**src/rtl/pdb_pkg.sv**
```systemverilog
// ----------------------------------------------------------------------------
// pdb_pkg
// Shared types and constants of the particle density binner: command codes,
// register indexes, store entry layout and the item passed down the pipeline.
// ----------------------------------------------------------------------------
package pdb_pkg;

    localparam int CFG_ADDR_W = 5;

    localparam logic [31:0] COUNT_FULL = 32'hFFFF_FFFF;
    localparam logic [47:0] MASS_FULL  = 48'hFFFF_FFFF_FFFF;

    localparam logic [31:0] INV_RESET  = 32'h0001_0000;
    localparam logic [8:0]  BINS_RESET = 9'd256;

    // register indexes, byte address is 4 * index
    localparam logic [2:0] REG_MIN_X  = 3'd0;
    localparam logic [2:0] REG_MIN_Y  = 3'd1;
    localparam logic [2:0] REG_INV_DX = 3'd2;
    localparam logic [2:0] REG_INV_DY = 3'd3;
    localparam logic [2:0] REG_BINS_X = 3'd4;
    localparam logic [2:0] REG_BINS_Y = 3'd5;

    typedef enum logic [1:0] {
        CMD_ACCUM      = 2'd0,
        CMD_READ       = 2'd1,
        CMD_READ_CLEAR = 2'd2
    } cmd_t;

    typedef enum logic {
        ST_CLEAR = 1'b0,
        ST_RUN   = 1'b1
    } state_t;

    typedef struct packed {
        logic [31:0] count;
        logic [47:0] mass;
    } entry_t;

    typedef struct packed {
        cmd_t        cmd;
        logic [31:0] mass;
        logic [15:0] cell_index;
        logic        oob;
    } item_t;

    typedef struct packed {
        logic signed [31:0] min_x;
        logic signed [31:0] min_y;
        logic [31:0]        inv_dx;
        logic [31:0]        inv_dy;
    } cfg_t;

endpackage

```
**src/rtl/pdb_cfg.sv**
```systemverilog
// ----------------------------------------------------------------------------
// pdb_cfg
// Register file behind the APB-style port, plus the effective bin counts and
// the cell total derived from it.
// ----------------------------------------------------------------------------
module pdb_cfg #(
    parameter int MAX_BINS_X = 256,
    parameter int MAX_BINS_Y = 256,
    localparam int NXW = $clog2(MAX_BINS_X + 1),
    localparam int NYW = $clog2(MAX_BINS_Y + 1)
) (
    input  logic                                  aclk,
    input  logic                                  aresetn,
    input  logic                                  psel,
    input  logic                                  penable,
    input  logic                                  pwrite,
    input  logic [pdb_pkg::CFG_ADDR_W-1:0]        paddr,
    input  logic [31:0]                           pwdata,
    output logic [31:0]                           prdata,
    output logic                                  pready,
    output pdb_pkg::cfg_t                         cfg,
    output logic [NXW-1:0]                        nx,
    output logic [NYW-1:0]                        ny,
    output logic [NXW+NYW-1:0]                    cells
);

    logic [31:0]        min_x_reg;
    logic [31:0]        min_y_reg;
    logic [31:0]        inv_dx_reg;
    logic [31:0]        inv_dy_reg;
    logic [8:0]         bins_x_reg;
    logic [8:0]         bins_y_reg;
    logic [NXW-1:0]     nx_reg;
    logic [NYW-1:0]     ny_reg;
    logic [NXW+NYW-1:0] cells_reg;
    logic [2:0]         reg_idx;
    logic               wr_stb;

    assign reg_idx = paddr[pdb_pkg::CFG_ADDR_W-1:2];
    assign wr_stb  = psel && penable && pwrite && pready;
    assign pready  = 1'b1;

    always_ff @(posedge aclk) begin
        if (!aresetn) begin
            min_x_reg  <= '0;
            min_y_reg  <= '0;
            inv_dx_reg <= pdb_pkg::INV_RESET;
            inv_dy_reg <= pdb_pkg::INV_RESET;
            bins_x_reg <= pdb_pkg::BINS_RESET;
            bins_y_reg <= pdb_pkg::BINS_RESET;
        end else if (wr_stb) begin
            case (reg_idx)
                pdb_pkg::REG_MIN_X:  min_x_reg  <= pwdata;
                pdb_pkg::REG_MIN_Y:  min_y_reg  <= pwdata;
                pdb_pkg::REG_INV_DX: inv_dx_reg <= pwdata;
                pdb_pkg::REG_INV_DY: inv_dy_reg <= pwdata;
                pdb_pkg::REG_BINS_X: bins_x_reg <= pwdata[8:0];
                pdb_pkg::REG_BINS_Y: bins_y_reg <= pwdata[8:0];
                default: ;
            endcase
        end
    end

    always_comb begin
        case (reg_idx)
            pdb_pkg::REG_MIN_X:  prdata = min_x_reg;
            pdb_pkg::REG_MIN_Y:  prdata = min_y_reg;
            pdb_pkg::REG_INV_DX: prdata = inv_dx_reg;
            pdb_pkg::REG_INV_DY: prdata = inv_dy_reg;
            pdb_pkg::REG_BINS_X: prdata = 32'(bins_x_reg);
            pdb_pkg::REG_BINS_Y: prdata = 32'(bins_y_reg);
            default:             prdata = '0;
        endcase
    end

    // zero counts as one bin, anything past the maximum counts as the maximum
    always_ff @(posedge aclk) begin
        if (bins_x_reg == '0) begin
            nx_reg <= NXW'(1);
        end else if (32'(bins_x_reg) > 32'(MAX_BINS_X)) begin
            nx_reg <= NXW'(MAX_BINS_X);
        end else begin
            nx_reg <= NXW'(bins_x_reg);
        end
        if (bins_y_reg == '0) begin
            ny_reg <= NYW'(1);
        end else if (32'(bins_y_reg) > 32'(MAX_BINS_Y)) begin
            ny_reg <= NYW'(MAX_BINS_Y);
        end else begin
            ny_reg <= NYW'(bins_y_reg);
        end
        cells_reg <= (NXW+NYW)'(nx_reg) * (NXW+NYW)'(ny_reg);
    end

    assign cfg.min_x  = min_x_reg;
    assign cfg.min_y  = min_y_reg;
    assign cfg.inv_dx = inv_dx_reg;
    assign cfg.inv_dy = inv_dy_reg;
    assign nx         = nx_reg;
    assign ny         = ny_reg;
    assign cells      = cells_reg;

endmodule

```
**config.mk**
```make
export PLATFORM = sky130hd
export DESIGN_NAME = pdb_cfg
export DESIGN_NICKNAME = d
export VERILOG_FILES = /design/src/rtl/pdb_pkg.sv /design/src/rtl/pdb_cfg.sv
export SDC_FILE = /design/constraint.sdc
export NUM_CORES = 1
export LEC_CHECK = 0
export BUFFER_PORTS_ARGS = -buffer_cell sky130_fd_sc_hd__buf_2
export CAP_MARGIN = 20
export CORE_MARGIN = 2
export CORE_UTILIZATION = 49
export CTS_CLUSTER_DIAMETER = 150
export DETAILED_ROUTE_END_ITERATION = 16
export PLACE_DENSITY_LB_ADDON = 0.08
export SLEW_MARGIN = 20
export SYNTH_ARGS = -nofsm -noshare
export SYNTH_HDL_FRONTEND = slang
export SYNTH_SLANG_ARGS = --single-unit
```
**constraint.sdc**
```tcl
create_clock -name aclk -period 3.9 [get_ports aclk]
set_clock_uncertainty 0.2 [all_clocks]
set_input_delay 0.585 -clock aclk [delete_from_list [all_inputs] [get_ports aclk]]
set_output_delay 0.585 -clock aclk [all_outputs]
set_load 0.03 [all_outputs]
```
==> results of run 1 <==
==> power breakdown <==
part / switching (mW) / total, mW / internal [mW]
clock: 0.822 / 1.67 / 0.845
combinational: 0.165 / 0.255 / 0.0903
sequential: 0.0137 / 1.88 / 1.87
total: 1.00 / 3.80 / 2.80
==> Yosys cell counts (3+ instances only) <==
master    instances  area share
o21ai_0           3      0.0015
nor2_1           12      0.0045
nor4_1            4      0.0025
o22ai_1           7      0.0044
inv_1            67       0.025
ha_1             42       0.053
a21oi_2           3      0.0026
and3_1            5      0.0031
dfxtp_1         182        0.37
xnor2_1          11      0.0097
mux2_2            8      0.0091
nand3_1          14      0.0070
buf_2            28       0.014
a31oi_1           3      0.0019
clkbuf_1         30       0.011
a21oi_1           8      0.0040
a22oi_1          54       0.041
nor2b_1          11      0.0069
and2_1           71       0.045
a21boi_1         98       0.074
nand2_1         326        0.12
buf_4            12      0.0091
a21o_1            3      0.0023
mux2i_1          16       0.016
fa_1             50        0.10
a21boi_0         36       0.027
==> metal layers <==
| metal | vias to the layer above | track usage | part of all wire |
|---|---|---|---|
| met4 | 0 | 0.101 | 0.025 |
| met1 | 4246 | 0.327 | 0.41 |
| li1 | 4284 | - | - |
| met2 | 247 | 0.484 | 0.51 |
| met3 | 47 | 0.0475 | 0.054 |
| met5 | - | 0 | 0 |
==> final cells by class <==
type | instances | area [um2] | share of cell area
flip-flops and latches | 182 | 3690 | 0.292
inverters | 67 | 251 | 0.0199
repair buffers | 320 | 1870 | 0.148
clock buffers | 17 | 425 | 0.0336
clock inverters | 15 | 140 | 0.0111
well taps | 270 | 338 | 0.0267
multi-input cells | 820 | 5930 | 0.469
==> cells in the final DEF, fill, tap and decap left out, drive strengths merged, types with 4 or more instances in the layout <==
cell,synthesis,routed
a22oi,54,54
o21ai,4,4
and3,5,5
o22ai,7,7
nand3,14,14
inv,67,75
mux2i,16,16
nor2,14,14
nor4,4,4
and2,71,71
nor2b,12,12
clkinv,0,6
xnor2,11,11
dfxtp,182,182
clkbuf,30,17
fa,50,50
mux2,8,8
a21oi,11,11
buf,40,320
ha,42,42
nor3,4,4
a21boi,134,134
nand2,328,328
==> cells by family after synthesis <==
group / Yosys count / synth area share
simple gates: 459 / 0.206
compound gates: 229 / 0.172
flops: 182 / 0.366
buf+inv: 137 / 0.0598
fa+ha+maj: 92 / 0.153
xor+xnor: 13 / 0.0114
mux: 26 / 0.0297
other cells: 1 / 0.000377
==> stage by stage <==
step | TNS, ns | setup slack, ns | utilization | area, um2 | hold slack [ns]
3_5_place_dp | -1.62 | -0.305 | 0.590 | 11900 | 0.256
3_3_place_gp | -1.26 | -0.281 | 0.590 | 11900 | 0.253
4_1_cts | -1.30 | -0.259 | 0.621 | 12500 | 0.197
5_1_grt | -2.58 | -0.442 | 0.629 | 12600 | 0.200
2_1_floorplan | -0.702 | -0.183 | - | 10100 | 0.261
6_report | -1.45 | -0.323 | 0.629 | 12600 | 0.210
==> what timing repair did <==
action,CTS,global route
pin swaps,10,20
setup buffers,1,8
resized for setup,16,27
setup endpoints to repair,9,9
==> final timing paths <==
check | start | to | slack, ns | cells past startpoint
min reg2reg | inv_dx_reg[15] | inv_dx_reg[15] | 0.27 | 2
max reg2reg | nx[4] | cells[14] | -0.32 | 12
max | nx[4] | cells[14] | -0.32 | 12
min | pwdata[26] | min_x_reg[26] | 0.21 | 3
==> worst max-delay path, cell delays in order (launching register included) <==
cell	delay, ns
dfxtp_4	0.36
buf_4	0.14
and2_1	0.15
fa_2	0.48
fa_2	0.58
fa_1	0.44
fa_2	0.58
ha_2	0.28
o21a_1	0.22
o21ai_1	0.22
a21oi_4	0.05
o41ai_2	0.31
xnor2_1	0.11
==> out/qor.csv, run 1 <==
stage,metric,value,unit
cts,clock buffer count from CTS,17,
die,die area,21500,um2
logic_synthesis,synthesized area,9950,um2
logic_synthesis,post-synth cell types,51,
die,initial cell density of the core,0.495,
logic_synthesis,"Top FF cell, synth",dfxtp_1,
grt,Total Routing Usage GR,0.271,
layout,ANT cells,0,
status,failing checks,setup timing,
routing,Residual DRC,0,
layout,area added between synthesis and finish,27.2,%
cts,Post-CTS Hold Fix Bufs,0,
die,Die W,146,um
routing,Pre-Repair DR Iteration Count,5,
placement,placer congestion estimate,0.831,
critical_path,worst-path maximum fanout,5,
routing,antenna-violating nets left,0,
logic_synthesis,syn_nets,1273,
critical_path,Critical Path RT,4.02,ns
routing,via-per-instance ratio,5.22,
cts,Clock transition at path regs,0.08,ns
placement,placed cells,1650,
critical_path,WP data arrival,4.34,ns
placement,port bufs,235,
layout,layout cells sized above 1,0.306,
cts,clock buffer depth,2,
grt,vias in the first global route,8651,
sta,Slew Limit Fails,0,
grt,initial antenna violation count,0,
cts,CTS tree,done,
routing,Routed WL,29.0,mm
logic_synthesis,Syn Inst Count,1139,
routing,WL/cell,17.1,um
cts,clock root buffer master,clkbuf_16,
status,status,"finished, violations left",
sta,final worst setup slack,-0.323,ns
routing,via count,8824,
power,total leakage power,5.92,nW
die,Rows,52,
sta,Final Hold Fails,0,
grt,GRT overflow,0,
placement,HPWL Detailed,21.0,mm
logic_synthesis,syn_area_per_cell,8.73,um2
sta,slew at the pin closest to its max-slew limit,0.800,ns
sta,FMAX,237,MHz
power,Power Total,3.80,mW
die,die span in y,146,um
logic_synthesis,sequential share of the synthesized area,0.366,
critical_path,element type at the critical path start,register,
logic_synthesis,ys async rst share,0,
cts,clock sinks,182,
cts,worst skew pair latency,0.43,ns
die,core area,20100,um2
grt,first-pass GRT wire length,45.9,mm
logic_synthesis,"EDFF count, synth",0,
critical_path,WS Path Type,register to register,
logic_synthesis,Synth Warn #,0,
layout,nets,1542,
job,max cap viols,0,
sta,"Setup violations, final",8,
sta,RSZ-0062 raised after global routing,true,
critical_path,element type at the critical path end,register,
cts,H-tree depth,4,
layout,filler cell count,1714,
power,Pwr Density,301,nW/um2
die,IO Pins,239,
sta,crit path time final,4.22,ns
grt,largest net degree at the start of global routing,88,
sta,Tcrit/Tclk final,1.08,
routing,DRT iter0 DRCs,356,
power,worst vdd ir,0.301,mV
min_path,Worst Hold Class,primary input to register,
logic_synthesis,Yosys reg bits,182,
sta,Slew Limit Headroom,0.465,
layout,final cell count without fillers,1691,
Note: power is estimated with default switching activity, not from simulation.
==> run 2, diff against run 1 <==
--- a/config.mk
+++ b/config.mk
@@ -12,6 +12,7 @@
 export CTS_CLUSTER_DIAMETER = 150
 export DETAILED_ROUTE_END_ITERATION = 16
 export PLACE_DENSITY_LB_ADDON = 0.08
+export SETUP_SLACK_MARGIN = 0.3
 export SLEW_MARGIN = 20
 export SYNTH_ARGS = -nofsm -noshare
 export SYNTH_HDL_FRONTEND = slang
==> run 2 against run 1 <==
- the flow still finishes with violations (setup timing)
- via count increased by 0.60%
- routed wire length increased by 0.18%
- highest routed layer is now met5
- sequential share of layout area increased by 0.061 points
- first-iteration DRC count decreased by 5.3%
- utilization increased by 0.081 points
- register-to-register slack improved by 0.097 ns
- final cell count decreased by 0.53%
- hold slack improved by 0.0058 ns
- non-clock buffer count decreased by 9
- die area unchanged
- largest power group unchanged
- critical path depth increased by 2
==> out/qor.csv, run 2 (synthesis results as in run 1) <==
stage,metric,value,unit
routing,antenna-violating nets left,0,
die,Rows,52,
die,initial cell density of the core,0.495,
job,max cap viols,0,
routing,Routed WL,29.0,mm
layout,area added between synthesis and finish,27.3,%
layout,"commonest non-fill, non-tap cells in the layout","318 x nand2_1, 234 x buf_2, 164 x dfxtp_1",
layout,fin util,0.630,
sta,slew at the pin closest to its max-slew limit,0.895,ns
cts,CTS tree,done,
routing,via count,8877,
grt,first-pass GRT wire length,46.2,mm
grt,GRT overflow,0,
power,worst vdd ir,0.258,mV
critical_path,worst-path maximum fanout,7,
critical_path,delay of the slowest critical-path stage,0.55,ns
placement,port bufs,235,
routing,Residual DRC,0,
cts,clock root buffer master,clkbuf_16,
sta,final worst setup slack,-0.226,ns
placement,dpl ws,-0.343,ns
critical_path,crit path buf inv count,3,
critical_path,CP dominant cell by count,fa_1,
die,die span in y,146,um
grt,vias in the first global route,8653,
layout,Finished Cell Area,12700,um2
sta,crit path time final,4.13,ns
sta,Tcrit/Tclk final,1.06,
cts,clock sinks,182,
routing,Pre-Repair DR Iteration Count,5,
layout,filler cell count,1758,
routing,DRT iter0 DRCs,337,
cts,clock buffer depth,2,
layout,ANT cells,0,
critical_path,Critical Path RT,4.02,ns
critical_path,slowest CP cell,fa_1,
critical_path,WP data arrival,4.24,ns
die,core area,20100,um2
critical_path,WS Path Type,register to register,
status,status,"finished, violations left",
routing,via-per-instance ratio,5.28,
grt,largest net degree at the start of global routing,107,
cts,H-tree depth,4,
cts,clock buffer count from CTS,17,
grt,initial antenna violation count,1,
sta,Slew Limit Fails,0,
sta,FMAX,242,MHz
sta,Slew Limit Headroom,0.404,
power,Pwr Density,313,nW/um2
die,IO Pins,239,
placement,HPWL Detailed,20.8,mm
critical_path,element type at the critical path start,register,
cts,worst skew pair latency,0.43,ns
die,die area,21500,um2
placement,placer congestion estimate,0.860,
critical_path,Reg2Reg Setup Slack,-0.23,ns
grt,met2 track demand over resource,0.497,
power,total leakage power,5.92,nW
sta,RSZ-0062 raised after global routing,true,
grt,GRT met3 Usage,0.0544,
min_path,Worst Hold Class,primary input to register,
sta,Final Hold Fails,0,
critical_path,kind of cell adding the most delay to the critical path,adder cells,
cts,Clock transition at path regs,0.07,ns
layout,multi-input combinational cell area,5950,um2
critical_path,element type at the critical path end,register,
placement,placed cell area,11800,um2
grt,met1 GRT Util,0.325,
layout,"most common cell after layout, fill and taps aside",nand2_1,
grt,Total Routing Usage GR,0.272,
layout,Storage cell area,3700,um2
layout,layout cells sized above 1,0.307,
grt,grt peak-use layer,met2,
die,Die W,146,um
routing,WL/cell,17.3,um
status,failing checks,setup timing,
layout,nets,1533,
sta,"Setup violations, final",7,
critical_path,critical path cell sequence,buf_4 -> and2_1 -> fa_1 -> fa_1 -> fa_1 -> inv_1 -> fa_1 -> inv_1 -> ha_4 -> nand2_4 -> o21ai_2 -> or4_4 -> o221ai_2 -> xnor2_1,
==> run 2: cell count changes in the layout (fill, tap and decap cells not counted), sizes merged <==
cell    before  now
inv         75   72
clkinv       6    3
clkbuf      17   20
buf        320  311
bufinv       0    3
==> run 2: final cells by class <==
class	instances	share of cell area
inverter	67	0.0199
multi-input combinational	820	0.470
clock buffer	20	0.0353
sequential	182	0.292
tap	270	0.0267
clock inverter	12	0.0131
timing repair buffer	311	0.143
==> run 2: where the power goes <==
| part | internal, mW | total (mW) | switching [mW] |
|---|---|---|---|
| Combinational | 0.0907 | 0.258 | 0.167 |
| Clock | 1.04 | 1.82 | 0.781 |
| Sequential | 1.86 | 1.88 | 0.0138 |
| Total | 3.00 | 3.96 | 0.962 |
==> run 2: worst register-to-register path: cells and delay by family, from the launching register on <==
| family | cells | cell delay, ns |
|---|---|---|
| compound gates | 2 | 0.23 |
| fa+ha+maj | 5 | 2.16 |
| buf+inv | 3 | 0.25 |
| simple gates | 3 | 0.73 |
| flops | 1 | 0.38 |
| xor+xnor | 1 | 0.09 |
==> run 2: repair_timing <==
| item | 4_1_cts | 5_1_grt |
|---|---|---|
| buffers inserted | 3 | 5 |
| hold buffers | 0 | 0 |
| resized for setup | 30 | 29 |
| pin swaps | 18 | 34 |
| endpoints found under the setup margin | 10 | 11 |
==> run 2: through the flow <==
step / std cells / setup TNS (ns) / power [mW] / hold slack, ns
floorplan: 1139 / -0.709 / 2.08 / 0.261
global placement: 1642 / -1.35 / 2.18 / 0.253
detailed placement: 1642 / -1.72 / 2.18 / 0.258
CTS: 1677 / -1.19 / 3.98 / 0.206
global route: 1682 / -1.99 / 4.07 / 0.210
finish: 1682 / -0.778 / 3.96 / 0.215
==> run 2: final timing paths <==
| kind | start | to | depth (start not counted) |
|---|---|---|---|
| worst min-delay path | pwdata[26] | inv_dx_reg[26] | 3 |
| worst max-delay path | ny[5] | cells[17] | 14 |
| worst min register to register | inv_dx_reg[17] | inv_dx_reg[17] | 2 |
| worst max register to register | ny[5] | cells[17] | 14 |
==> run 2: per-layer routing <==
metal | wire, um | vias to the layer above
met4 | 514 | 2
met5 | 7 | -
li1 | - | 4254
met3 | 1700 | 36
met2 | 14600 | 285
met1 | 12200 | 4300
==> run 3, diff against run 2 <==
--- a/config.mk
+++ b/config.mk
@@ -7,8 +7,10 @@
 export LEC_CHECK = 0
 export BUFFER_PORTS_ARGS = -buffer_cell sky130_fd_sc_hd__buf_2
 export CAP_MARGIN = 20
+export CELL_PAD_IN_SITES_DETAIL_PLACEMENT = 1
+export CELL_PAD_IN_SITES_GLOBAL_PLACEMENT = 1
 export CORE_MARGIN = 2
-export CORE_UTILIZATION = 49
+export CORE_UTILIZATION = 36
 export CTS_CLUSTER_DIAMETER = 150
 export DETAILED_ROUTE_END_ITERATION = 16
 export PLACE_DENSITY_LB_ADDON = 0.08
==> run 3 against run 2 <==
- the run still ends with setup timing left
- count of clock-buffer cells in the layout down 2
- combinational power is 3% higher
- hold slack got worse by 0.019 ns
- final area is 2.1% higher
- global-route usage decreased by 4.1 points
- power decreased by 1.1%
- largest cell class unchanged
- final cell count up 5.2%
- utilization down 15 points
- sequential power hardly changed
==> out/qor.csv, run 3 (synthesis results as in run 1) <==
stage,metric,value,unit
power,clock power share,0.452,
die,Die W,170,um
cts,CTS tree,done,
placement,placer congestion estimate,0.782,
routing,antenna-violating nets left,0,
placement,port bufs,235,
critical_path,Reg2Reg Setup Slack,-0.26,ns
power,NetSw,1.08,mW
sta,crit path time final,4.16,ns
min_path,Worst Hold Class,primary input to register,
die,die area,29000,um2
critical_path,WS Path Type,register to register,
layout,layout cells sized above 1,0.331,
sta,FMAX,241,MHz
status,status,"finished, violations left",
critical_path,crit path buf inv count,5,
die,die span in y,170,um
placement,placed cells,1716,
sta,"Setup violations, final",9,
grt,first-pass GRT wire length,52.0,mm
routing,via count,8963,
cts,clock buffer depth,2,
cts,Post-CTS Hold Fix Bufs,0,
routing,Pre-Repair DR Iteration Count,5,
power,Comb pwr share,0.068,
cts,clock root buffer master,clkbuf_16,
cts,clock sinks,182,
layout,"most common cell after layout, fill and taps aside",nand2_1,
power,total leakage power,5.99,nW
sta,Slew Limit Headroom,0.458,
layout,final cell count without fillers,1770,
critical_path,slowest CP cell,fa_1,
layout,area added between synthesis and finish,30.0,%
placement,HPWL Detailed,23.8,mm
critical_path,Critical Path Start,nx[4],
critical_path,delay of the slowest critical-path stage,0.52,ns
critical_path,Critical Path RT,4.03,ns
cts,H-tree depth,4,
die,initial cell density of the core,0.368,
grt,largest net degree at the start of global routing,78,
sta,Slew Limit Fails,0,
layout,filler cell count,3247,
critical_path,critical path cell sequence,buf_6 -> and2_4 -> fa_2 -> fa_1 -> fa_1 -> inv_1 -> fa_2 -> inv_2 -> ha_4 -> nand2_4 -> buf_6 -> a311oi_2 -> buf_4 -> o221ai_2 -> xnor2_1,
min_path,Hold Path Origin,pwdata[15],
status,failing checks,setup timing,
critical_path,Reg2Reg Launch Point,nx[4],
critical_path,worst-path maximum fanout,6,
power,Flop pwr share,0.480,
critical_path,WP data arrival,4.28,ns
cts,clock buffer count from CTS,17,
grt,Total Routing Usage GR,0.231,
grt,initial antenna violation count,3,
placement,dpl ws,-0.328,ns
grt,vias in the first global route,9418,
power,Int Pwr,2.83,mW
layout,Finished Cell Area,12900,um2
layout,"commonest non-fill, non-tap cells in the layout","317 x nand2_1, 234 x buf_2, 165 x dfxtp_1",
power,Power Total,3.91,mW
layout,nets,1548,
grt,GRT overflow,0,
sta,RSZ-0062 raised after global routing,true,
routing,Residual DRC,0,
die,IO Pins,239,
routing,WL/cell,18.8,um
cts,Clock transition at path regs,0.09,ns
sta,Final Hold Fails,0,
sta,slew at the pin closest to its max-slew limit,0.811,ns
critical_path,element type at the critical path start,register,
routing,Routed WL,33.3,mm
job,max cap viols,0,
power,sw frac,0.276,
placement,placed cell area,11900,um2
critical_path,kind of cell adding the most delay to the critical path,adder cells,
sta,Tcrit/Tclk final,1.07,
power,Pwr Density,303,nW/um2
sta,final worst setup slack,-0.256,ns
routing,via-per-instance ratio,5.06,
die,core area,27000,um2
cts,worst skew pair latency,0.44,ns
power,worst vdd ir,0.228,mV
critical_path,element type at the critical path end,register,
routing,DRT iter0 DRCs,404,
die,Rows,60,
[run 3: cell count changes in the layout (fill, tap and decap cells not counted), sizes merged]
| cell | delta |
|---|---|
| clkbuf | -2 |
| bufinv | -3 |
| inv | +1 |
| diode | +2 |
| clkinv | +4 |
| buf | +15 |
[run 3: final timing paths]
kind                                        to  cells past startpoint
worst max register to register       cells[17]                     15
worst min register to register   min_x_reg[30]                      2
worst max-delay path                 cells[17]                     15
worst min-delay path            inv_dy_reg[15]                      3
[run 3: power groups by stage]
stage | Sequential [mW] | Combinational [mW] | Clock [mW]
4_1_cts | 1.88 | 0.266 | 1.80
2_1_floorplan | 1.95 | 0.128 | 0
3_5_place_dp | 1.93 | 0.263 | 0
3_3_place_gp | 1.93 | 0.261 | 0
5_1_grt | 1.88 | 0.287 | 1.87
6_report | 1.88 | 0.266 | 1.77
[run 3: area by class of cell]
| type | count | area (um2) | share of cell area |
|---|---|---|---|
| multi-input combinational | 820 | 6000 | 0.464 |
| sequential | 182 | 3700 | 0.286 |
| timing repair buffer | 326 | 1940 | 0.150 |
| clock buffer | 18 | 439 | 0.0340 |
| tap | 341 | 427 | 0.0330 |
| inverter | 67 | 251 | 0.0195 |
| clock inverter | 14 | 159 | 0.0123 |
| antenna | 2 | 5.00 | 0.000387 |
[run 3: layer usage]
| layer | vias to the layer above | global-route usage | part of all wire |
|---|---|---|---|
| li1 | 4298 | - | - |
| met1 | 4417 | 0.294 | 0.44 |
| met2 | 213 | 0.398 | 0.49 |
| met3 | 33 | 0.0498 | 0.054 |
| met4 | 2 | 0.0602 | 0.014 |
| met5 | - | 0 | 0.00039 |
[run 3: metrics by stage]
stage | util | setup TNS, ns | hold WS [ns]
finish | 0.478 | -1.39 | 0.197
global route | 0.478 | -2.59 | 0.206
global placement | 0.441 | -1.16 | 0.256
floorplan | - | -0.709 | 0.261
CTS | 0.472 | -1.42 | 0.189
detailed placement | 0.441 | -1.45 | 0.261
[run 3: worst reg2reg max path, delay by kind of cell, from the launching register on]
kind            cells  cell delay [ns]
simple gates        2             0.18
compound gates      2             0.33
flops               1             0.42
xor+xnor            1             0.13
fa+ha+maj           5             2.28
buf+inv             5             0.52
[run 3: timing repair]
action,4_1_cts,5_1_grt
buffers inserted,10,10
pin swaps,22,34
endpoints found under the setup margin,11,11
resized for setup,56,31
