**config.mk**
```make
export PLATFORM = sky130hd
export DESIGN_NAME = pdb_update
export DESIGN_NICKNAME = d
export VERILOG_FILES = /design/src/rtl/pdb_pkg.sv /design/src/rtl/pdb_update.sv
export SDC_FILE = /design/constraint.sdc
export NUM_CORES = 1
export LEC_CHECK = 0
export BUFFER_PORTS_ARGS = -buffer_cell sky130_fd_sc_hd__buf_2
export CORE_UTILIZATION = 40
export DETAILED_ROUTE_END_ITERATION = 8
export PLACE_DENSITY = 0.74
export SKIP_LAST_GASP = 1
export SLEW_MARGIN = 0
export SYNTH_ARGS = -nofsm -noshare
export SYNTH_HDL_FRONTEND = slang
export SYNTH_SLANG_ARGS = --single-unit
```
**constraint.sdc**
```tcl
create_clock -name aclk -period 7.14 [get_ports aclk]
set_clock_uncertainty 0.2 [all_clocks]
set_input_delay 1.071 -clock aclk [delete_from_list [all_inputs] [get_ports aclk]]
set_output_delay 1.071 -clock aclk [all_outputs]
set_load 0.02 [all_outputs]
```
**src/rtl/pdb_pkg.sv**
```systemverilog
// ----------------------------------------------------------------------------
// pdb_pkg
// Shared types and constants of the particle density binner: command codes,
// register indexes, store entry layout and the item passed down the pipeline.
// ----------------------------------------------------------------------------
package pdb_pkg;

    localparam int CFG_ADDR_W = 5;

    localparam logic [31:0] COUNT_FULL = 32'hFFFF_FFFF;
    localparam logic [47:0] MASS_FULL  = 48'hFFFF_FFFF_FFFF;

    localparam logic [31:0] INV_RESET  = 32'h0001_0000;
    localparam logic [8:0]  BINS_RESET = 9'd256;

    // register indexes, byte address is 4 * index
    localparam logic [2:0] REG_MIN_X  = 3'd0;
    localparam logic [2:0] REG_MIN_Y  = 3'd1;
    localparam logic [2:0] REG_INV_DX = 3'd2;
    localparam logic [2:0] REG_INV_DY = 3'd3;
    localparam logic [2:0] REG_BINS_X = 3'd4;
    localparam logic [2:0] REG_BINS_Y = 3'd5;

    typedef enum logic [1:0] {
        CMD_ACCUM      = 2'd0,
        CMD_READ       = 2'd1,
        CMD_READ_CLEAR = 2'd2
    } cmd_t;

    typedef enum logic {
        ST_CLEAR = 1'b0,
        ST_RUN   = 1'b1
    } state_t;

    typedef struct packed {
        logic [31:0] count;
        logic [47:0] mass;
    } entry_t;

    typedef struct packed {
        cmd_t        cmd;
        logic [31:0] mass;
        logic [15:0] cell_index;
        logic        oob;
    } item_t;

    typedef struct packed {
        logic signed [31:0] min_x;
        logic signed [31:0] min_y;
        logic [31:0]        inv_dx;
        logic [31:0]        inv_dy;
    } cfg_t;

endpackage

```
**src/rtl/pdb_update.sv**
```systemverilog
// ----------------------------------------------------------------------------
// pdb_update
// Read-modify-write stage: takes the cell read from the store, adds the
// particle or clears the cell, writes back and loads the result register.
// ----------------------------------------------------------------------------
module pdb_update #(
    parameter int ADDR_W = 16
) (
    input  logic              aclk,
    input  logic              aresetn,
    input  logic              en,
    input  logic              d_valid,
    input  pdb_pkg::item_t    d_item,
    input  logic [ADDR_W-1:0] d_addr,
    input  pdb_pkg::entry_t   rd_data,
    output logic              wr_en,
    output logic [ADDR_W-1:0] wr_addr,
    output pdb_pkg::entry_t   wr_data,
    output logic              out_valid,
    output logic [15:0]       out_cell_index,
    output logic [31:0]       out_count,
    output logic [47:0]       out_mass,
    output logic              out_saturated
);

    logic              m_valid_reg;
    pdb_pkg::item_t    m_item_reg;
    logic [ADDR_W-1:0] m_addr_reg;
    logic              fwd_hit_reg;
    pdb_pkg::entry_t   fwd_data_reg;
    logic              o_valid_reg;
    logic [15:0]       o_cell_reg;
    logic [31:0]       o_count_reg;
    logic [47:0]       o_mass_reg;
    logic              o_sat_reg;

    pdb_pkg::entry_t   cur;
    pdb_pkg::entry_t   upd;
    pdb_pkg::entry_t   res;
    logic [48:0]       mass_sum;
    logic              wr_req;
    logic              fwd_hit_next;

    // the previous item's write landed with this read, so it is not in the read data
    assign cur      = fwd_hit_reg ? fwd_data_reg : rd_data;
    assign mass_sum = {1'b0, cur.mass} + 49'(m_item_reg.mass);

    always_comb begin
        upd    = cur;
        res    = cur;
        wr_req = 1'b0;
        case (m_item_reg.cmd)
            pdb_pkg::CMD_ACCUM: begin
                upd.count = (cur.count == pdb_pkg::COUNT_FULL) ? pdb_pkg::COUNT_FULL
                                                               : cur.count + 32'd1;
                upd.mass  = mass_sum[48] ? pdb_pkg::MASS_FULL : mass_sum[47:0];
                res       = upd;
                wr_req    = 1'b1;
            end
            pdb_pkg::CMD_READ_CLEAR: begin
                upd    = '0;
                wr_req = !m_item_reg.oob;
            end
            default: ;
        endcase
        if (m_item_reg.oob) begin
            res = '0;
        end
    end

    assign wr_en        = en && m_valid_reg && wr_req;
    assign wr_addr      = m_addr_reg;
    assign wr_data      = upd;
    assign fwd_hit_next = wr_en && d_valid && (d_addr == m_addr_reg);

    always_ff @(posedge aclk) begin
        if (!aresetn) begin
            m_valid_reg <= 1'b0;
            fwd_hit_reg <= 1'b0;
            o_valid_reg <= 1'b0;
        end else if (en) begin
            m_valid_reg <= d_valid;
            fwd_hit_reg <= fwd_hit_next;
            o_valid_reg <= m_valid_reg;
        end
    end

    always_ff @(posedge aclk) begin
        if (en) begin
            m_item_reg   <= d_item;
            m_addr_reg   <= d_addr;
            fwd_data_reg <= upd;
            o_cell_reg   <= m_item_reg.cell_index;
            o_count_reg  <= res.count;
            o_mass_reg   <= res.mass;
            o_sat_reg    <= (res.count == pdb_pkg::COUNT_FULL) ||
                            (res.mass == pdb_pkg::MASS_FULL);
        end
    end

    assign out_valid      = o_valid_reg;
    assign out_cell_index = o_cell_reg;
    assign out_count      = o_count_reg;
    assign out_mass       = o_mass_reg;
    assign out_saturated  = o_sat_reg;

endmodule

```
==> run_results.csv, run 1 <==
group,metric,value,unit
logic_synthesis,syn-cell-area,15100,um^2
logic_synthesis,yosysWarnings,0,
floorplan,die_area,38400,um^2
logic_synthesis,synth_nets,1683,
clock_network,cts_made_buffers,27,
clock_network,clkLatencyLatePin,0.55,ns
critical_path,r2r.worst_path.cells,13,
grt,grt_overflow_total,0,
sta,worst_slack,0.663,ns
sta,maxSlewViolCount,0,
layout,n_fill_cell,3411,
critical_path,crit_type,"reg2out",
logic_synthesis,synth_top_area_share,48.7,%
grt,grt.total_usage,25.4,%
clock_network,cts_resized,0,
floorplan,row_count,70,
floorplan,die_y,196,um
critical_path,worstPathRequired,5.87,ns
layout,drive_above_1_share,26.9,%
detailed_routing,routedWlPerCell,22.1,um
floorplan,io_pins,346,
layout,largest_reg_flops,80,
layout,final_util,49.0,%
detailed_routing,drtIter0Drc,1285,
sta,hold_viol_final,0,
sta,slew_headroom,29.3,%
detailed_routing,first_pass_iters,6,
detailed_routing,viasPerCell,5.98,
logic_synthesis,syn_area_per_cell,10.0,um^2
floorplan,start_util,40.9,%
sta,setup_tns,0,ns
critical_path,start_kind,"register",
logic_synthesis,yosysUniqueCellTypes,85,
sta,max_freq,154,MHz
place,place_ws,1.18,ns
logic_synthesis,syn-instance-count,1498,
sta,post-route-min-period,6.48,ns
pwr,power.total,4040,uW
min_path,hold_path_depth,0,
min_path,hold_path_class,"reg2reg",
logic_synthesis,yosys_register_bits,247,
sta,fin_crit_sh,90.7,%
grt,grt_pass1_vias,13100,
clock_network,postCtsSetupRepairBufs,0,
layout,nets,1993,
logic_synthesis,synth_area_leaders,"edfxtp_1 49%, a21oi_1 5.6%, nand2_1 4.6%",
detailed_routing,ant_nets,0,
outcome,status,"finished, final reports clean",
critical_path,arrival,5.21,ns
logic_synthesis,ys.flop_type,"edfxtp_1",
logic_synthesis,synth-edff-count,244,
place,dp_hpwl,37200,um
critical_path,crit_fanout,48,
sta,setup_violations,0,
detailed_routing,dr_total_vias,13800,
sta,tightest_slew,1.06,ns
detailed_routing,drt-total-wl,50900,um
clock_network,clk_pin_slew,0.06,ns
pwr,ir_worst_vdd,209,uV
place,port_buffers,345,
place,globalplace.congestion,0.948,
clock_network,cts_tree,"yes",
clock_network,cts_hold_buffers,0,
grt,grt_max_degree,79,
pwr,powerDensity,224,nW/um^2
logic_synthesis,synthArstFlopShare,0,%
grt,grt_pass1_wl,75700,um
sta,rsz0062_at_grt,"no",
run,cap_violations,0,
clock_network,clockBufferDepth,3,
critical_path,critPathCaptureType,"primary output",
clock_network,cts.sinks,247,
clock_network,cts_max_level,1,
grt,antenna_found_initial,3,
detailed_routing,remaining_drc_errors,0,
logic_synthesis,synth_top_area_cell,"edfxtp_1",
floorplan,fp.coreArea,36800,um^2
pwr,p_leak,0.00722,uW
logic_synthesis,seq_area_frac_synth,49.1,%
clock_network,root_buffer,"clkbuf_16",
layout,syn_to_final_growth,19.8,%
floorplan,die-width,196,um
[Yosys cell counts, drive strengths merged, types with 7 or more instances]
library cell / instances
edfxtp: 244
nand2: 188
a21oi: 168
nor2: 157
o21ai: 79
mux2: 61
clkbuf: 59
mux2i: 38
ha: 33
nand4: 31
xnor2: 28
buf: 27
a21o: 26
a31oi: 26
nor3: 26
nand3: 22
o21a: 20
and2: 19
a211oi: 17
xor2: 16
and3: 15
inv: 14
nor4: 14
o22a: 14
o211ai: 12
a221oi: 9
and3b: 9
nor2b: 8
o21bai: 8
o22ai: 8
o31ai: 7
[report_power, final]
group          switching, uW  internal, uW
logic                    637           300
registers               40.1          1730
clock network            579           755
total                   1260          2780
[path summary, 6_finish.rpt]
check	endpoint	startpoint	slack, ns
setup reg to reg	out_saturated$_DFFE_PP_	fwd_hit_reg$_SDFFE_PN0P_	1.26
setup / recovery	wr_data[45]	fwd_hit_reg$_SDFFE_PN0P_	0.66
hold / removal	out_cell_index[4]$_DFFE_PP_	m_item_reg[5]$_DFFE_PP_	0.22
hold reg to reg	out_cell_index[4]$_DFFE_PP_	m_item_reg[5]$_DFFE_PP_	0.22
[kinds of logic after synthesis]
| family | synth area share, % |
|---|---|
| AO/OA/AOI/OAI | 19.2 |
| XOR/XNOR | 2.56 |
| adder cells (fa/ha/maj) | 2.88 |
| buffers and inverters | 2.86 |
| flip-flops | 49.1 |
| multiplexers | 7.09 |
| AND/OR/NAND/NOR | 16.4 |
[cells in the final DEF, fill, tap and decap left out, types with 22 or more instances in the layout]
master | Yosys | layout
clkbuf_16 | 0 | 27
nand3_1 | 22 | 22
mux2_2 | 61 | 61
nor3_1 | 23 | 23
o21ai_0 | 76 | 76
a21o_1 | 26 | 26
nand2_1 | 185 | 185
nand4_1 | 30 | 30
a31oi_1 | 26 | 26
ha_1 | 33 | 33
mux2i_1 | 38 | 38
buf_2 | 16 | 344
a21oi_1 | 168 | 168
nor2_1 | 156 | 155
xnor2_1 | 28 | 28
edfxtp_1 | 244 | 244
[stage by stage]
step | instance area (um^2) | hold slack, ns | cells
2_1_floorplan | 15100 | 0.200 | 1498
3_3_place_gp | 17200 | 0.200 | 2247
3_5_place_dp | 17200 | 0.205 | 2247
4_1_cts | 18000 | 0.219 | 2296
5_1_grt | 18000 | 0.227 | 2299
6_report | 18000 | 0.217 | 2300
[worst max-delay path, cell delays in order, from the launching register on]
cell,delay [ns]
dfxtp_4,0.82
mux2_2,0.47
ha_1,0.39
o211ai_1,0.14
o211ai_1,0.29
a21o_1,0.29
a211oi_1,0.12
o31ai_1,0.44
o21a_1,0.35
nand2_1,0.16
or2_2,0.34
nand2_1,0.09
nand2_1,0.06
a2bb2oi_1,0.38
buf_2,0.25
[metal layers]
layer	GRT usage (%)	up-vias	routed length (um)
met5	0	-	0
met4	9.72	0	1700
met3	4.04	116	4530
met2	40.7	813	23600
met1	34.6	6525	21200
li1	-	6302	-
[area by class of cell]
class | instances | area (um^2) | area share (%)
Clock inverter | 11 | 90.1 | 0.499
Multi-Input combinational cell | 1151 | 7240 | 40.2
Sequential cell | 247 | 7390 | 41.0
Timing Repair Buffer | 367 | 1930 | 10.7
Antenna cell | 4 | 10.0 | 0.0555
Clock buffer | 38 | 737 | 4.09
Tap cell | 468 | 586 | 3.25
Inverter | 14 | 52.6 | 0.291
No activity file was read; power rests on OpenSTA's default activity.
==> run 2: changes to the inputs <==
==> constraint.sdc (replaced) <==
create_clock -name aclk -period 7.8 [get_ports aclk]
set_clock_uncertainty 0.2 [all_clocks]
set_input_delay 1.17 -clock aclk [delete_from_list [all_inputs] [get_ports aclk]]
set_output_delay 1.17 -clock aclk [all_outputs]
set_load 0.02 [all_outputs]
==> run 2 against run 1 <==
  * Clock power is essentially flat
  * Largest cell class unchanged
  * Register-to-register slack gained 0.36 ns
  * Worst hold slack got worse by 0.0019 ns
  * Sequential power fell by 8%
  * Sequential share of layout area shrank 0.10 points
  * Power is 5.7% lower
  * Design area increased by 0.25%
  * Routed wire length up 0.96%
==> run_results.csv, run 2 (synthesized netlist as in run 1, its figures left out) <==
group,metric,value,unit
outcome,status,"finished, final reports clean",
critical_path,crit_type,"reg2out",
grt,antenna_found_initial,0,
grt,grt_pass1_vias,13100,
clock_network,root_buffer,"clkbuf_16",
detailed_routing,dr_total_vias,13900,
floorplan,die_area,38400,um^2
layout,final_cell_mix,"344 x buf_2, 244 x edfxtp_1, 185 x nand2_1",
detailed_routing,drtIter0Drc,1554,
sta,hold_viol_final,0,
critical_path,start_kind,"register",
layout,n_fill_cell,3354,
sta,max_freq,154,MHz
detailed_routing,ant_nets,0,
sta,maxSlewViolCount,0,
critical_path,cpPeakStageDelay,0.76,ns
layout,multi_input_area,7250,um^2
critical_path,crit_fanout,41,
grt,grt_max_degree,81,
place,place_area,17200,um^2
place,port_buffers,345,
min_path,hold_path_class,"reg2reg",
detailed_routing,drt-total-wl,51400,um
floorplan,fp.coreArea,36800,um^2
sta,setup_tns,0,ns
critical_path,arrival,5.12,ns
layout,mostFrequentLayoutCell,"buf_2",
place,dp_hpwl,37700,um
critical_path,worstPathRequired,6.43,ns
clock_network,clockBufferDepth,3,
pwr,switchingPower,1180,uW
floorplan,io_pins,346,
detailed_routing,viasPerCell,6.03,
clock_network,cts_resized,0,
detailed_routing,remaining_drc_errors,0,
floorplan,start_util,40.9,%
clock_network,cts_hold_buffers,0,
pwr,switching_share,30.9,%
pwr,power.total,3810,uW
critical_path,cp.buffers_inverters,3,
critical_path,critPathCaptureType,"primary output",
layout,nets,1992,
sta,fin_crit_sh,83.2,%
clock_network,postCtsSetupRepairBufs,0,
critical_path,cpLargestDelayFamily,"simple AND/OR/NAND/NOR gates",
sta,setup_violations,0,
grt,grt_pass1_wl,77600,um
clock_network,clk_pin_slew,0.06,ns
floorplan,die_y,196,um
critical_path,cpMostUsedCell,"buf_4",
detailed_routing,first_pass_iters,6,
run,cap_violations,0,
layout,final_area,18100,um^2
sta,slew_headroom,27.3,%
sta,worst_slack,1.31,ns
critical_path,crit_chain,"buf_4 > mux2_2 > ha_1 > o221ai_1 > nor4_4 > and2_1 > nand2_2 > buf_4 > a31o_2 > a21oi_1 > buf_2",
clock_network,cts_made_buffers,28,
grt,grt.total_usage,26.1,%
pwr,powerDensity,211,nW/um^2
place,globalplace.congestion,0.976,
clock_network,cts_max_level,1,
critical_path,critPathSlowestCell,"dfxtp_4",
pwr,ir_worst_vdd,136,uV
sta,rsz0062_at_grt,"no",
clock_network,cts.sinks,247,
sta,post-route-min-period,6.49,ns
sta,timing.hold.ws,0.215,ns
clock_network,cts_tree,"yes",
grt,grt_overflow_total,0,
pwr,pwr-share-comb,22.6,%
layout,seqCellArea,7390,um^2
layout,drive_above_1_share,27.0,%
pwr,p_int,2630,uW
layout,syn_to_final_growth,20.1,%
pwr,clkPwrFrac,34.9,%
detailed_routing,routedWlPerCell,22.4,um
place,place_ws,1.33,ns
sta,tightest_slew,1.09,ns
pwr,p_seq_share,42.5,%
pwr,p_leak,0.00724,uW
floorplan,die-width,196,um
layout,largest_reg_flops,80,
floorplan,row_count,70,
clock_network,clkLatencyLatePin,0.56,ns
run 2: cell types whose count changed in the layout (fill, tap and decap cells not counted), sizes merged:
cell / change
buf: -2
clkbuf: -3
bufinv: +2
clkinv: +4
clkinvlp: +1
diode: -3
inv: -1
run 2: area by class of cell:
type / count / share of cell area, %
diodes: 1 / 0.0138
clock buffers: 35 / 4.14
well taps: 468 / 3.24
clock inverters: 17 / 0.920
repair buffers: 365 / 10.4
inverters: 14 / 0.291
multi-input cells: 1151 / 40.1
flip-flops and latches: 247 / 40.9
run 2: metrics by stage:
step           util [%]  std cells
6_report           49.2       2298
4_1_cts            49.1       2297
5_1_grt            49.1       2297
3_3_place_gp       46.7       2245
2_1_floorplan         -       1498
3_5_place_dp       46.7       2245
run 2: power groups by stage:
stage | Clock (uW) | Sequential (uW) | Combinational [uW]
after floorplan | 0 | 1690 | 473
after global placement | 0 | 1640 | 835
after detailed placement | 0 | 1650 | 841
after CTS | 1350 | 1620 | 847
after global routing | 1400 | 1630 | 925
final | 1330 | 1620 | 859
run 2: worst register-to-register path, stage by stage, from the launching register on:
cell and delay (ns):
dfxtp_4 0.76, buf_4 0.42, mux2_2 0.32, ha_1 0.36
o221ai_1 0.46, nor4_4 0.62, and3_1 0.71, nor2_1 0.32
a211oi_1 0.45, nand4_1 0.21, or4_1 0.49, nor4_1 0.56
a31o_1 0.17
run 2: worst paths after layout:
| path | start | to | slack, ns | cells past startpoint |
|---|---|---|---|---|
| max | fwd_hit_reg$_SDFFE_PN0P_ | wr_data[68] | 1.31 | 11 |
| min reg2reg | m_item_reg[4]$_DFFE_PP_ | out_cell_index[3]$_DFFE_PP_ | 0.22 | 0 |
| min | m_item_reg[4]$_DFFE_PP_ | out_cell_index[3]$_DFFE_PP_ | 0.22 | 0 |
| max reg2reg | fwd_hit_reg$_SDFFE_PN0P_ | out_saturated$_DFFE_PP_ | 1.62 | 12 |
run 2: routing by layer:
| metal | part of all wire, % | wire [um] | track usage [%] |
|---|---|---|---|
| met4 | 3.6 | 1860 | 9.52 |
| met1 | 42 | 21300 | 35.7 |
| met3 | 9.1 | 4660 | 3.70 |
| met2 | 46 | 23600 | 42.1 |
| met5 | 0 | 0 | 0 |
==> run 3: changes to the inputs <==
--- a/config.mk
+++ b/config.mk
@@ -5,10 +5,11 @@
 export SDC_FILE = /design/constraint.sdc
 export NUM_CORES = 1
 export LEC_CHECK = 0
+export ABC_AREA = 1
 export BUFFER_PORTS_ARGS = -buffer_cell sky130_fd_sc_hd__buf_2
 export CORE_UTILIZATION = 40
 export DETAILED_ROUTE_END_ITERATION = 8
-export PLACE_DENSITY = 0.74
+export PLACE_DENSITY = 0.76
 export SKIP_LAST_GASP = 1
 export SLEW_MARGIN = 0
 export SYNTH_ARGS = -nofsm -noshare
==> constraint.sdc (replaced) <==
create_clock -name aclk -period 5.28 [get_ports aclk]
set_clock_uncertainty 0.2 [all_clocks]
set_input_delay 0.792 -clock aclk [delete_from_list [all_inputs] [get_ports aclk]]
set_output_delay 0.792 -clock aclk [all_outputs]
set_load 0.02 [all_outputs]
==> run 3 against run 2 <==
  * Global-route usage is 1.3 points higher
  * Design area increased by 5.5%
  * First-iteration DRC count down 14%
  * Area after synthesis rose by 5.4%
==> run_results.csv, run 3 <==
group,metric,value,unit
sta,maxSlewViolCount,0,
clock_network,cts_hold_buffers,0,
layout,largest_reg_flops,80,
layout,final_cells,3000,
pwr,power.total,5800,uW
grt,antenna_found_initial,1,
grt,grt_pass1_wl,85700,um
logic_synthesis,syn-instance-count,2125,
clock_network,cts_made_buffers,29,
sta,rsz0062_at_grt,"no",
clock_network,clockBufferDepth,3,
critical_path,reg2reg_to,"out_saturated$_DFFE_PP_",
logic_synthesis,yosys_register_bits,247,
grt,met2_usage,45.8,%
logic_synthesis,syn-cell-area,15900,um^2
detailed_routing,dr_total_vias,15500,
floorplan,row_count,72,
outcome,status,"finished, final reports clean",
clock_network,cts_resized,0,
logic_synthesis,synth_common_cells,"816 x nand2_1, 263 x inv_1, 244 x edfxtp_1",
critical_path,crit_fanout,91,
detailed_routing,ant_nets,0,
logic_synthesis,seq_area_frac_synth,46.5,%
critical_path,r2r-start,"fwd_hit_reg$_SDFFE_PN0P_",
grt,met1_usage,37.0,%
sta,max_freq,196,MHz
logic_synthesis,synth_top_area_share,46.2,%
floorplan,start_util,40.8,%
pwr,p_leak,0.00939,uW
min_path,hold_path_class,"in2reg",
logic_synthesis,yosysUniqueCellTypes,45,
pwr,ir_worst_vdd,228,uV
logic_synthesis,synthArstFlopShare,0,%
floorplan,die-width,201,um
critical_path,crit_type,"reg2out",
clock_network,clkLatencyLatePin,0.57,ns
clock_network,postCtsSetupRepairBufs,0,
logic_synthesis,synth.most_common_cell,"nand2_1",
run,cap_violations,0,
place,dp_hpwl,44300,um
layout,drive_above_1_share,18.8,%
grt,grt.total_usage,27.4,%
grt,use_met3,3.19,%
place,port_buffers,345,
layout,final_cell_mix,"816 x nand2_1, 344 x buf_2, 263 x inv_1",
grt,grt_overflow_total,0,
sta,setup_tns,0,ns
detailed_routing,viasPerCell,5.18,
clock_network,clk_pin_slew,0.06,ns
clock_network,cts.sinks,247,
sta,post-route-min-period,5.09,ns
detailed_routing,drt-total-wl,56500,um
logic_synthesis,syn_area_per_cell,7.47,um^2
sta,timing.hold.ws,0.199,ns
detailed_routing,drtIter0Drc,1338,
critical_path,critPathCaptureType,"primary output",
logic_synthesis,yosysWarnings,0,
logic_synthesis,ys.flop_type,"edfxtp_1",
clock_network,root_buffer,"clkbuf_16",
grt,grt_max_degree,141,
layout,final_util,49.0,%
grt,grt_pass1_vias,14900,
layout,mostFrequentLayoutCell,"nand2_1",
detailed_routing,first_pass_iters,5,
clock_network,cts_max_level,1,
critical_path,r2r.worst_path.cells,20,
floorplan,die_y,201,um
layout,nets,2645,
critical_path,start_kind,"register",
sta,tightest_slew,0.855,ns
place,globalplace.congestion,0.981,
logic_synthesis,synth_top_area_cell,"edfxtp_1",
logic_synthesis,synth_nets,2310,
critical_path,crit_path_start,"fwd_hit_reg$_SDFFE_PN0P_",
critical_path,worstPathRequired,4.29,ns
layout,syn_to_final_growth,20.2,%
detailed_routing,routedWlPerCell,18.8,um
grt,grt_busiest_layer,"met2",
logic_synthesis,synth-edff-count,244,
clock_network,cts_tree,"yes",
critical_path,arrival,4.10,ns
place,placed_cells,2947,
pwr,powerDensity,304,nW/um^2
sta,setup_violations,0,
floorplan,fp.coreArea,38900,um^2
floorplan,io_pins,346,
critical_path,cp-endpoint,"wr_data[6]",
floorplan,die_area,40500,um^2
critical_path,reg2reg_slack,0.76,ns
logic_synthesis,synth_area_leaders,"edfxtp_1 46%, nand2_1 19%, inv_1 6.2%",
sta,fin_crit_sh,96.4,%
sta,slew_headroom,43.0,%
detailed_routing,remaining_drc_errors,0,
sta,hold_viol_final,0,
==> run 3: cell types whose count changed in the layout (fill, tap and decap cells not counted), moves of 38 or more <==
cell	delta
o21ai_1	+40
mux2_2	-61
a21oi_1	-110
inv_1	+249
nand2_1	+631
nand3_1	+100
nor2_1	+54
mux2i_1	-38
==> run 3: routing by layer <==
layer	vias to the layer above	wire, um
li1	7526	-
met1	7256	24400
met2	676	26400
met3	90	4050
met4	0	1670
met5	-	0
==> run 3: logic make-up after synthesis <==
logic type,count (synthesis),share of synthesized area (%)
flops,247,46.5
compound gates,225,7.52
xor+xnor,39,2.15
fa+ha+maj,34,2.73
simple gates,1250,32.4
buf+inv,330,8.62
==> run 3: worst min path at each step <==
stage / from / endpoint / cells past startpoint
floorplan: m_item_reg[1]$_DFFE_PP_ / out_cell_index[0]$_DFFE_PP_ / 0
global placement: m_item_reg[8]$_DFFE_PP_ / out_cell_index[7]$_DFFE_PP_ / 0
detailed placement: m_item_reg[4]$_DFFE_PP_ / out_cell_index[3]$_DFFE_PP_ / 0
CTS: d_item[19] / m_item_reg[19]$_DFFE_PP_ / 1
global route: d_item[43] / m_item_reg[43]$_DFFE_PP_ / 1
finish: d_item[19] / m_item_reg[19]$_DFFE_PP_ / 1
==> run 3: through the flow <==
step                      cell area (um^2)  worst slack (ns)
final                                19100             0.189
after global placement               18100             0.626
after global routing                 19100           0.00496
after detailed placement             18100             0.619
after CTS                            19100             0.134
after floorplan                      15900              1.23
==> run 3: power breakdown <==
| part | leakage [uW] | internal [uW] | switching (uW) |
|---|---|---|---|
| Sequential | 0.00248 | 2350 | 59.7 |
| Combinational | 0.00643 | 399 | 965 |
| Clock | 0.000469 | 1240 | 795 |
| Total | 0.00939 | 3980 | 1820 |
==> run 3: area by class of cell <==
class                      count  area [um^2]
fill                        3894        19800
sequential                   247         7390
multi-input combinational   1548         7120
timing repair buffer         366         1940
inverter                     268         1010
clock buffer                  31          733
tap                          518          648
clock inverter                20          223
antenna                        2         5.00
==> run 3: worst max-delay path, stage by stage (launching register included) <==
cell and delay [ns]:
dfxtp_2 0.37, buf_12 0.35, nand2_1 0.11, nand2_1 0.20, ha_1 0.34, nand2_1 0.20, inv_1 0.06, a21oi_1 0.24
nand2_1 0.14, a21oi_1 0.18, nand2_1 0.13, nand2_4 0.28, buf_4 0.29, nand2_1 0.10, nand2_1 0.06, o21ai_0 0.16
buf_2 0.21
